==> src/hw/rtl/acc_cpu_pkg.sv <==
package acc_cpu_pkg;

  localparam int unsigned MemWordsDefault = 65536;
  localparam logic [16:0] ProtLimitReset = 17'd512;

  localparam logic [15:0] AddrDisplay = 16'hFFF0;
  localparam logic [15:0] AddrStatus  = 16'hFFF1;
  localparam logic [15:0] AddrIo2     = 16'hFFF2;
  localparam logic [15:0] AddrIo3     = 16'hFFF3;
  localparam logic [15:0] AddrKeyb    = 16'hFFFF;

  typedef enum logic [2:0] {
    FAULT_NONE    = 3'd0,
    FAULT_OPCODE  = 3'd1,
    FAULT_MODE    = 3'd2,
    FAULT_REG     = 3'd3,
    FAULT_DIVZERO = 3'd4,
    FAULT_PROTECT = 3'd5,
    FAULT_NULL    = 3'd6
  } fault_t;

  typedef enum logic [7:0] {
    OP_ST = 8'd0, OP_LD = 8'd1, OP_LDI = 8'd2, OP_ADD = 8'd3, OP_SUB = 8'd4,
    OP_MUL = 8'd5, OP_DIV = 8'd6, OP_MOD = 8'd7, OP_AND = 8'd8, OP_OR = 8'd9,
    OP_XOR = 8'd10, OP_NOT = 8'd11, OP_JMP = 8'd12, OP_JZ = 8'd13,
    OP_JN = 8'd14, OP_CLR = 8'd15, OP_NOP = 8'd16, OP_DEC = 8'd17,
    OP_INC = 8'd18, OP_HALT = 8'd19
  } opcode_t;

  localparam logic [7:0] OpLast = 8'd19;

  typedef enum logic [3:0] {
    MODE_IMM = 4'd0, MODE_DIR = 4'd1, MODE_IND = 4'd2, MODE_IDX = 4'd3
  } mode_t;

  typedef struct packed {
    logic        req_type;
    logic [15:0] load_address;
    logic [31:0] load_data;
  } req_t;

  typedef struct packed {
    logic [15:0] prog_counter;
    logic signed [15:0] index_value;
    logic signed [15:0] accum_value;
    logic        zero_flag;
    logic        neg_flag;
    logic        carry_flag;
    logic        ovf_flag;
    logic        stopped;
    logic [2:0]  fault_code;
    logic        char_valid;
    logic [7:0]  char_out;
  } rsp_t;

  typedef struct packed {
    logic        start;
    logic        is_mod;
    logic signed [15:0] dividend;
    logic signed [15:0] divisor;
  } div_req_t;

  typedef struct packed {
    logic        done;
    logic signed [15:0] quotient;
    logic signed [15:0] remainder;
  } div_rsp_t;

  function automatic logic is_io(input logic [15:0] a);
    return a == AddrDisplay || a == AddrStatus || a == AddrIo2 || a == AddrIo3 ||
           a == AddrKeyb;
  endfunction

endpackage

==> src/hw/rtl/acc_cpu_div.sv <==
module acc_cpu_div (
  input  logic                  clk,
  input  logic                  rst,
  input  acc_cpu_pkg::div_req_t req,
  output acc_cpu_pkg::div_rsp_t rsp
);
  import acc_cpu_pkg::*;

  logic [15:0] num;
  logic [15:0] den;
  logic [16:0] rem;
  logic [4:0]  count;
  logic        busy;
  logic        neg_q;
  logic        neg_r;
  logic [16:0] trial;

  assign trial = {rem[15:0], num[15]} - {1'b0, den};

  always_ff @(posedge clk) begin
    if (rst) begin
      busy <= 1'b0;
      rsp.done <= 1'b0;
      count <= '0;
    end else begin
      rsp.done <= 1'b0;
      if (req.start && !busy) begin
        busy  <= 1'b1;
        count <= 5'd16;
        num   <= req.dividend[15] ? 16'(-req.dividend) : req.dividend;
        den   <= req.divisor[15] ? 16'(-req.divisor) : req.divisor;
        neg_q <= req.dividend[15] ^ req.divisor[15];
        neg_r <= req.dividend[15];
        rem   <= '0;
      end else if (busy) begin
        if (count == 5'd0) begin
          busy <= 1'b0;
          rsp.done <= 1'b1;
          rsp.quotient  <= neg_q ? 16'(-num) : num;
          rsp.remainder <= neg_r ? 16'(-rem[15:0]) : rem[15:0];
        end else begin
          count <= count - 5'd1;
          if (!trial[16]) begin
            rem <= trial;
            num <= {num[14:0], 1'b1};
          end else begin
            rem <= {rem[15:0], num[15]};
            num <= {num[14:0], 1'b0};
          end
        end
      end
    end
  end

  assert property (@(posedge clk) disable iff (rst) rsp.done |-> !busy);
  assert property (@(posedge clk) disable iff (rst) busy |-> count <= 5'd16);
  assert property (@(posedge clk) disable iff (rst) rsp.done |=> !rsp.done);

endmodule

==> config.mk <==
export PLATFORM = sky130hd
export DESIGN_NAME = acc_cpu_div
export DESIGN_NICKNAME = d
export VERILOG_FILES = /design/src/hw/rtl/acc_cpu_pkg.sv /design/src/hw/rtl/acc_cpu_div.sv
export SDC_FILE = /design/constraint.sdc
export NUM_CORES = 1
export LEC_CHECK = 0
export BUFFER_PORTS_ARGS = -buffer_cell sky130_fd_sc_hd__buf_2
export CAP_MARGIN = 0
export CELL_PAD_IN_SITES_DETAIL_PLACEMENT = 0
export CELL_PAD_IN_SITES_GLOBAL_PLACEMENT = 1
export CORE_MARGIN = 3
export CORE_UTILIZATION = 25
export CTS_BUF_LIST = sky130_fd_sc_hd__clkbuf_16
export CTS_CLUSTER_DIAMETER = 80
export DETAILED_ROUTE_END_ITERATION = 7
export GPL_TIMING_DRIVEN = 0
export PLACE_DENSITY_LB_ADDON = 0.25
export SLEW_MARGIN = 20
export SYNTH_ARGS = -nofsm -noshare
export SYNTH_HDL_FRONTEND = slang
export SYNTH_SLANG_ARGS = --single-unit
==> constraint.sdc <==
create_clock -name clk -period 6.3 [get_ports clk]
set_input_delay 0.63 -clock clk [delete_from_list [all_inputs] [get_ports clk]]
set_output_delay 0.63 -clock clk [all_outputs]
set_load 0.05 [all_outputs]
# ---- Word level (Yosys, flattened, before mapping)
# Cells that the tools add are included.
dict set report word_totals {
  reg_bits 89
}
dict set report op_classes {
  n_addsub 6
  n_eq_ne 1
  muxes 18
  n_bitwise 5
  reduce_logical 11
}
# cell count
set ops {}
lappend ops {{two-way mux 16 bit} 9}
lappend ops {{negator 16 bit} 4}
lappend ops {{two-way mux 33 bit} 1}
lappend ops {{subtractor 17 x 16 -> 17 bit} 1}
lappend ops {{two-way mux 15 bit} 1}
lappend ops {{two-way mux 5 bit} 3}
lappend ops {{AND reduction 2 bit} 3}
lappend ops {{zero test 5 bit} 1}
lappend ops {{subtractor 5 x 1 -> 5 bit (second input constant)} 1}
lappend ops {{two-way mux 1 bit} 4}
lappend ops {{NOT 1 bit} 4}
lappend ops {{AND reduction 4 bit} 1}
lappend ops {{AND reduction 3 bit} 1}
lappend ops {{OR reduction 3 bit} 1}
lappend ops {{!= test 2 bit (second input constant)} 1}
lappend ops {{nonzero test 2 bit} 1}
lappend ops {{OR reduction 2 bit} 1}
lappend ops {{logical AND 1 bit} 1}
lappend ops {{zero test 1 bit} 1}
lappend ops {{XOR 1 bit} 1}

# ---- Longest topological paths before layout
dict set report logic_depth {
  ltp_word 5
  ltp_mapped 10
  ltp_nobuf 9
}

# ---- Worst setup path after synthesis
# OpenSTA, ideal clock, no wires.
dict set report synth_timing {
  path_kind {input to register}
  from {in rst}
  to {reg rsp[0] (netlist bit), enable pin}
  setup_time_ps 468
  t_arrival_ps 3250
  required_time_ps 5832
  slack_ps 2582
  stages 2
  n_path_buf 1
  path_cell_list {clkbuf_1 > nor3b_1}
}
dict set report synth_via {
  elab_chain_cells 2
}
# item line_no
set synth_rtl {}
lappend synth_rtl {{from (decl)} acc_cpu_div.sv:3} ;# input logic rst,
lappend synth_rtl {{NOT 1 bit (no source line)} --}
lappend synth_rtl {{AND reduction 4 bit (no source line)} --}
lappend synth_rtl {{to (decl)} acc_cpu_div.sv:5} ;# output acc_cpu_pkg::div_rsp_t rsp
# No other way between the ends.
# A chain may end at the register's enable or synchronous reset.

# ---- Worst setup path in the final report
dict set report layout_timing {
  from {reg num[15]}
  to {reg rem[8] (data pin)}
}
dict set report layout_via {
  elab_chain_cells 4
}
# item line_no
set layout_rtl {}
lappend layout_rtl {{from (decl)} acc_cpu_div.sv:9} ;# logic [15:0] num;
lappend layout_rtl {{from (signal assigned)} acc_cpu_div.sv:30} ;# num <= req.dividend[15] ? 16'(-req.dividend) : req.dividend;
lappend layout_rtl {{from (signal assigned)} acc_cpu_div.sv:45} ;# num <= {num[14:0], 1'b1};
lappend layout_rtl {{from (signal assigned)} acc_cpu_div.sv:48} ;# num <= {num[14:0], 1'b0};
lappend layout_rtl {{subtractor 17 x 16 -> 17 bit} acc_cpu_div.sv:18} ;# assign trial = {rem[15:0], num[15]} - {1'b0, den};
lappend layout_rtl {{two-way mux 16 bit} acc_cpu_div.sv:43} ;# if (!trial[16]) begin
lappend layout_rtl {{two-way mux 16 bit} acc_cpu_div.sv:36} ;# if (count == 5'd0) begin
lappend layout_rtl {{two-way mux 16 bit} acc_cpu_div.sv:35} ;# end else if (busy) begin
lappend layout_rtl {{to (signal assigned)} acc_cpu_div.sv:44} ;# rem <= trial;
lappend layout_rtl {{to (signal assigned)} acc_cpu_div.sv:47} ;# rem <= {rem[15:0], num[15]};
lappend layout_rtl {{to (decl)} acc_cpu_div.sv:11} ;# logic [16:0] rem;
# No other way between the ends. The select of a mux whose other input is x is not followed.

==> results.yml <==
worst_setup_path:
  cpPeakStageDelay_ns: 0.46
  required_ns: 6.49
  crit_buf_inv: 2
  startpoint_type: "flip-flop"
  critical_path_class: "flip-flop to flip-flop"
  critPathTopFamily: "compound AO/OA/AOI/OAI gates"
  critPathSlowestCell: "a211oi_2"
  crit_arrival_ns: 3.10
  worstPathMaxFanout: 10
  crit_path_end_kind: "flip-flop"
  crit_top_cell: "a21o_1"
  crit_chain: "inv_1 > ha_1 > fa_1 > nand2b_1 > a21o_1 > a21o_1 > a211oi_2 > buf_2 > nand2_1 > a21oi_1"
synth:
  ys_top_cells_by_area: "edfxtp_1, xnor2_1, ha_1"
  netlist.top_cell.by_area: "edfxtp_1"
  postSynthAreaPerCell_um2: 10.4
  seq_area_frac_synth_pct: 48.5
  synth.most_common_cell: "edfxtp_1"
  synth_fp_nets: 575
  synthArstFlopShare_pct: 0
  synth_top_flop_cell: "edfxtp_1"
  synth-seq-cells: 89
  ys_top_cells_by_count: "edfxtp_1, nand2_1, xnor2_1, o21ai_0"
  synth_warnings: 0
  yosysTopAreaCellShare_pct: 45.9
  synth_edf_count: 82
  synth_cell_type_count: 50
  synth_area_mm2: 0.00537
  syn_inst: 516
timing:
  hold_viol: 0
  final.period_utilization_pct: 46.2
  max_freq_mhz: 344
  final.setup.worst_slack_ns: 3.39
  setup_viol: 0
  max-slew-margin-rel_pct: 40.5
  fin_skew_ns: 0.00918
  period_needed_ns: 2.91
  drv_slew: 0
  worst_pin_slew_ns: 0.892
  rsz0062_at_grt: "no"
  setup_tns_ns: 0
pwr:
  vdd_drop_max_v: 0.0000950
  clkPwrFrac_pct: 32.5
  power_frac_seq_pct: 44.4
  swShare_pct: 30.3
  power_density_mw_per_mm2: 263
  p_switching_mw: 0.511
  power.leakage_nw: 2.37
  p_comb_share_pct: 23.1
  intPower_mw: 1.18
route:
  drt_wl_total_mm: 11.9
  drt_pass1_iterations: 6
  drtIter0Drc: 163
  vias: 3902
  vias_per_cell: 4.47
  detail-route-antenna-nets: 0
  drc_errors: 0
  wl_per_cell_um: 13.7
global_routing:
  grt_usage_pct: 10.4
  antenna_found_initial: 0
  grt_max_degree: 22
  grt_overflow: 0
  grt_pass1_wl_mm: 19.7
  grt_pass1_vias: 3865
final_layout:
  diodes: 0
  stdcell_count: 872
  final_util_pct: 31.0
  syn_to_final_growth_pct: 19.4
  final_cell_area_mm2: 0.00641
  drive_gt1_share_pct: 17.6
  nets: 656
floorplanning:
  die_h_um: 153
  dieArea_mm2: 0.0233
  die_x_um: 153
  rows: 52
  io_pins: 69
  coreArea_mm2: 0.0207
  initial_core_util_pct: 26.0
clock_tree:
  cts_resized: 0
  cts_made_buffers: 9
  cts_root_buf: "clkbuf_16"
  clock_latency_ns: 0.34
  clock_sink_count: 89
  htree_levels: 3
  cts_tree: "yes"
  cts_setup_buffers: 0
  cts_hold_buf: 0
  clk_pin_slew_ns: 0.07
  cts_buffer_depth: 2
placement:
  place_inst: 856
  placed_area_mm2: 0.00611
  place_hpwl_mm: 9.65
  dp_slack_ns: 3.39
  routabilityCongestion: 0.791
  port_buffers: 66
run:
  maxCapViolCount: 0
outcome:
  status: "finished clean"
min_path:
  hold_class: "input port to flip-flop"
## worst paths after layout
path	from	end	slack, ns	depth (start not counted)
setup / recovery	num[15]	rem[8]	3.39	10
setup reg to reg	num[15]	rem[8]	3.39	10
hold / removal	req[0]	den[0]	0.48	1
hold reg to reg	count[3]	count[3]	0.56	2
## worst register-to-register path, delay by kind of cell (launching register included)
kind,cells,cell delay (ns)
AO/OA/AOI/OAI,4,1.07
buffers and inverters,2,0.40
flip-flops,1,0.41
AND/OR/NAND/NOR,2,0.25
adder cells (fa/ha/maj),2,0.62
## layout by cell type, fill, tap and decap left out, types with 2 or more instances in the layout
| cell | Yosys | layout |
|---|---|---|
| edfxtp_1 | 82 | 82 |
| buf_2 | 4 | 70 |
| nand2_1 | 60 | 60 |
| xnor2_1 | 50 | 50 |
| o21ai_0 | 41 | 41 |
| inv_1 | 30 | 31 |
| a21oi_1 | 30 | 29 |
| ha_1 | 22 | 22 |
| nor2_1 | 19 | 18 |
| o31ai_1 | 15 | 15 |
| xor2_1 | 14 | 14 |
| nand2b_1 | 13 | 13 |
| nand3_1 | 12 | 12 |
| nor3_1 | 11 | 11 |
| or3_1 | 9 | 9 |
| mux2i_1 | 9 | 9 |
| clkbuf_16 | 0 | 9 |
| o21ai_1 | 7 | 7 |
| clkbuf_1 | 7 | 7 |
| dfxtp_1 | 7 | 7 |
| a21o_1 | 6 | 6 |
| or4_1 | 6 | 6 |
| nand3b_1 | 6 | 6 |
| o41ai_1 | 5 | 5 |
| nor2b_1 | 5 | 5 |
| nor4_1 | 5 | 5 |
| o211ai_1 | 4 | 4 |
| nand4_1 | 4 | 4 |
| a211oi_1 | 3 | 3 |
| buf_4 | 0 | 3 |
| or4_4 | 2 | 2 |
| or3_4 | 2 | 2 |
| o21a_1 | 2 | 2 |
| a211oi_2 | 2 | 2 |
| mux2_2 | 2 | 2 |
| a211o_1 | 2 | 2 |
| a31oi_1 | 2 | 2 |
| clkinv_4 | 0 | 2 |
## routing by layer
layer  wire, um  vias to the layer above  part of all wire [%]  track usage, %
li1           -                     2053                     -               -
met1       6130                     1763                    51            15.1
met2       5060                       79                    42            15.3
met3        614                        7                   5.2            2.56
met4        106                        0                  0.89            3.05
met5          0                        -                     0               0
## power groups by stage
| stage | sequential, mW | combinational, mW | clock, mW |
|---|---|---|---|
| after CTS | 0.748 | 0.393 | 0.564 |
| after global placement | 0.764 | 0.380 | 0 |
| after floorplan | 0.780 | 0.260 | 0 |
| after detailed placement | 0.762 | 0.391 | 0 |
| final | 0.748 | 0.390 | 0.547 |
| after global routing | 0.755 | 0.440 | 0.593 |
## area by class of cell
| cell class | instances | area (um^2) |
|---|---|---|
| tap | 270 | 338 |
| clock inverter | 7 | 78.8 |
| clock buffer | 9 | 225 |
| fill | 2174 | 14300 |
| buffer | 14 | 82.6 |
| multi-input combinational | 383 | 2590 |
| sequential | 89 | 2600 |
| inverter | 30 | 113 |
| timing repair buffer | 70 | 380 |
## cell families after synthesis
| family | Yosys count | synth area share [%] |
|---|---|---|
| compound gates | 123 | 14.3 |
| xor+xnor | 64 | 10.4 |
| flops | 89 | 48.5 |
| mux | 11 | 2.10 |
| fa+ha+maj | 23 | 5.50 |
| buf+inv | 44 | 3.63 |
| simple gates | 162 | 15.6 |
## per-stage QoR
| step | total power, mW | hold slack (ns) |
|---|---|---|
| floorplan | 1.04 | 0.479 |
| global placement | 1.14 | 0.534 |
| detailed placement | 1.15 | 0.536 |
| CTS | 1.71 | 0.465 |
| global route | 1.79 | 0.470 |
| finish | 1.69 | 0.481 |
## registers in the layout, summed over array words and instances (netlist names)
| register | flops |
|---|---|
| rsp | 33 |
| den | 16 |
| num | 16 |
| rem | 16 |
| count | 5 |
| busy | 1 |
| neg_q | 1 |
| neg_r | 1 |
Note: power is estimated with default switching activity, not from simulation.
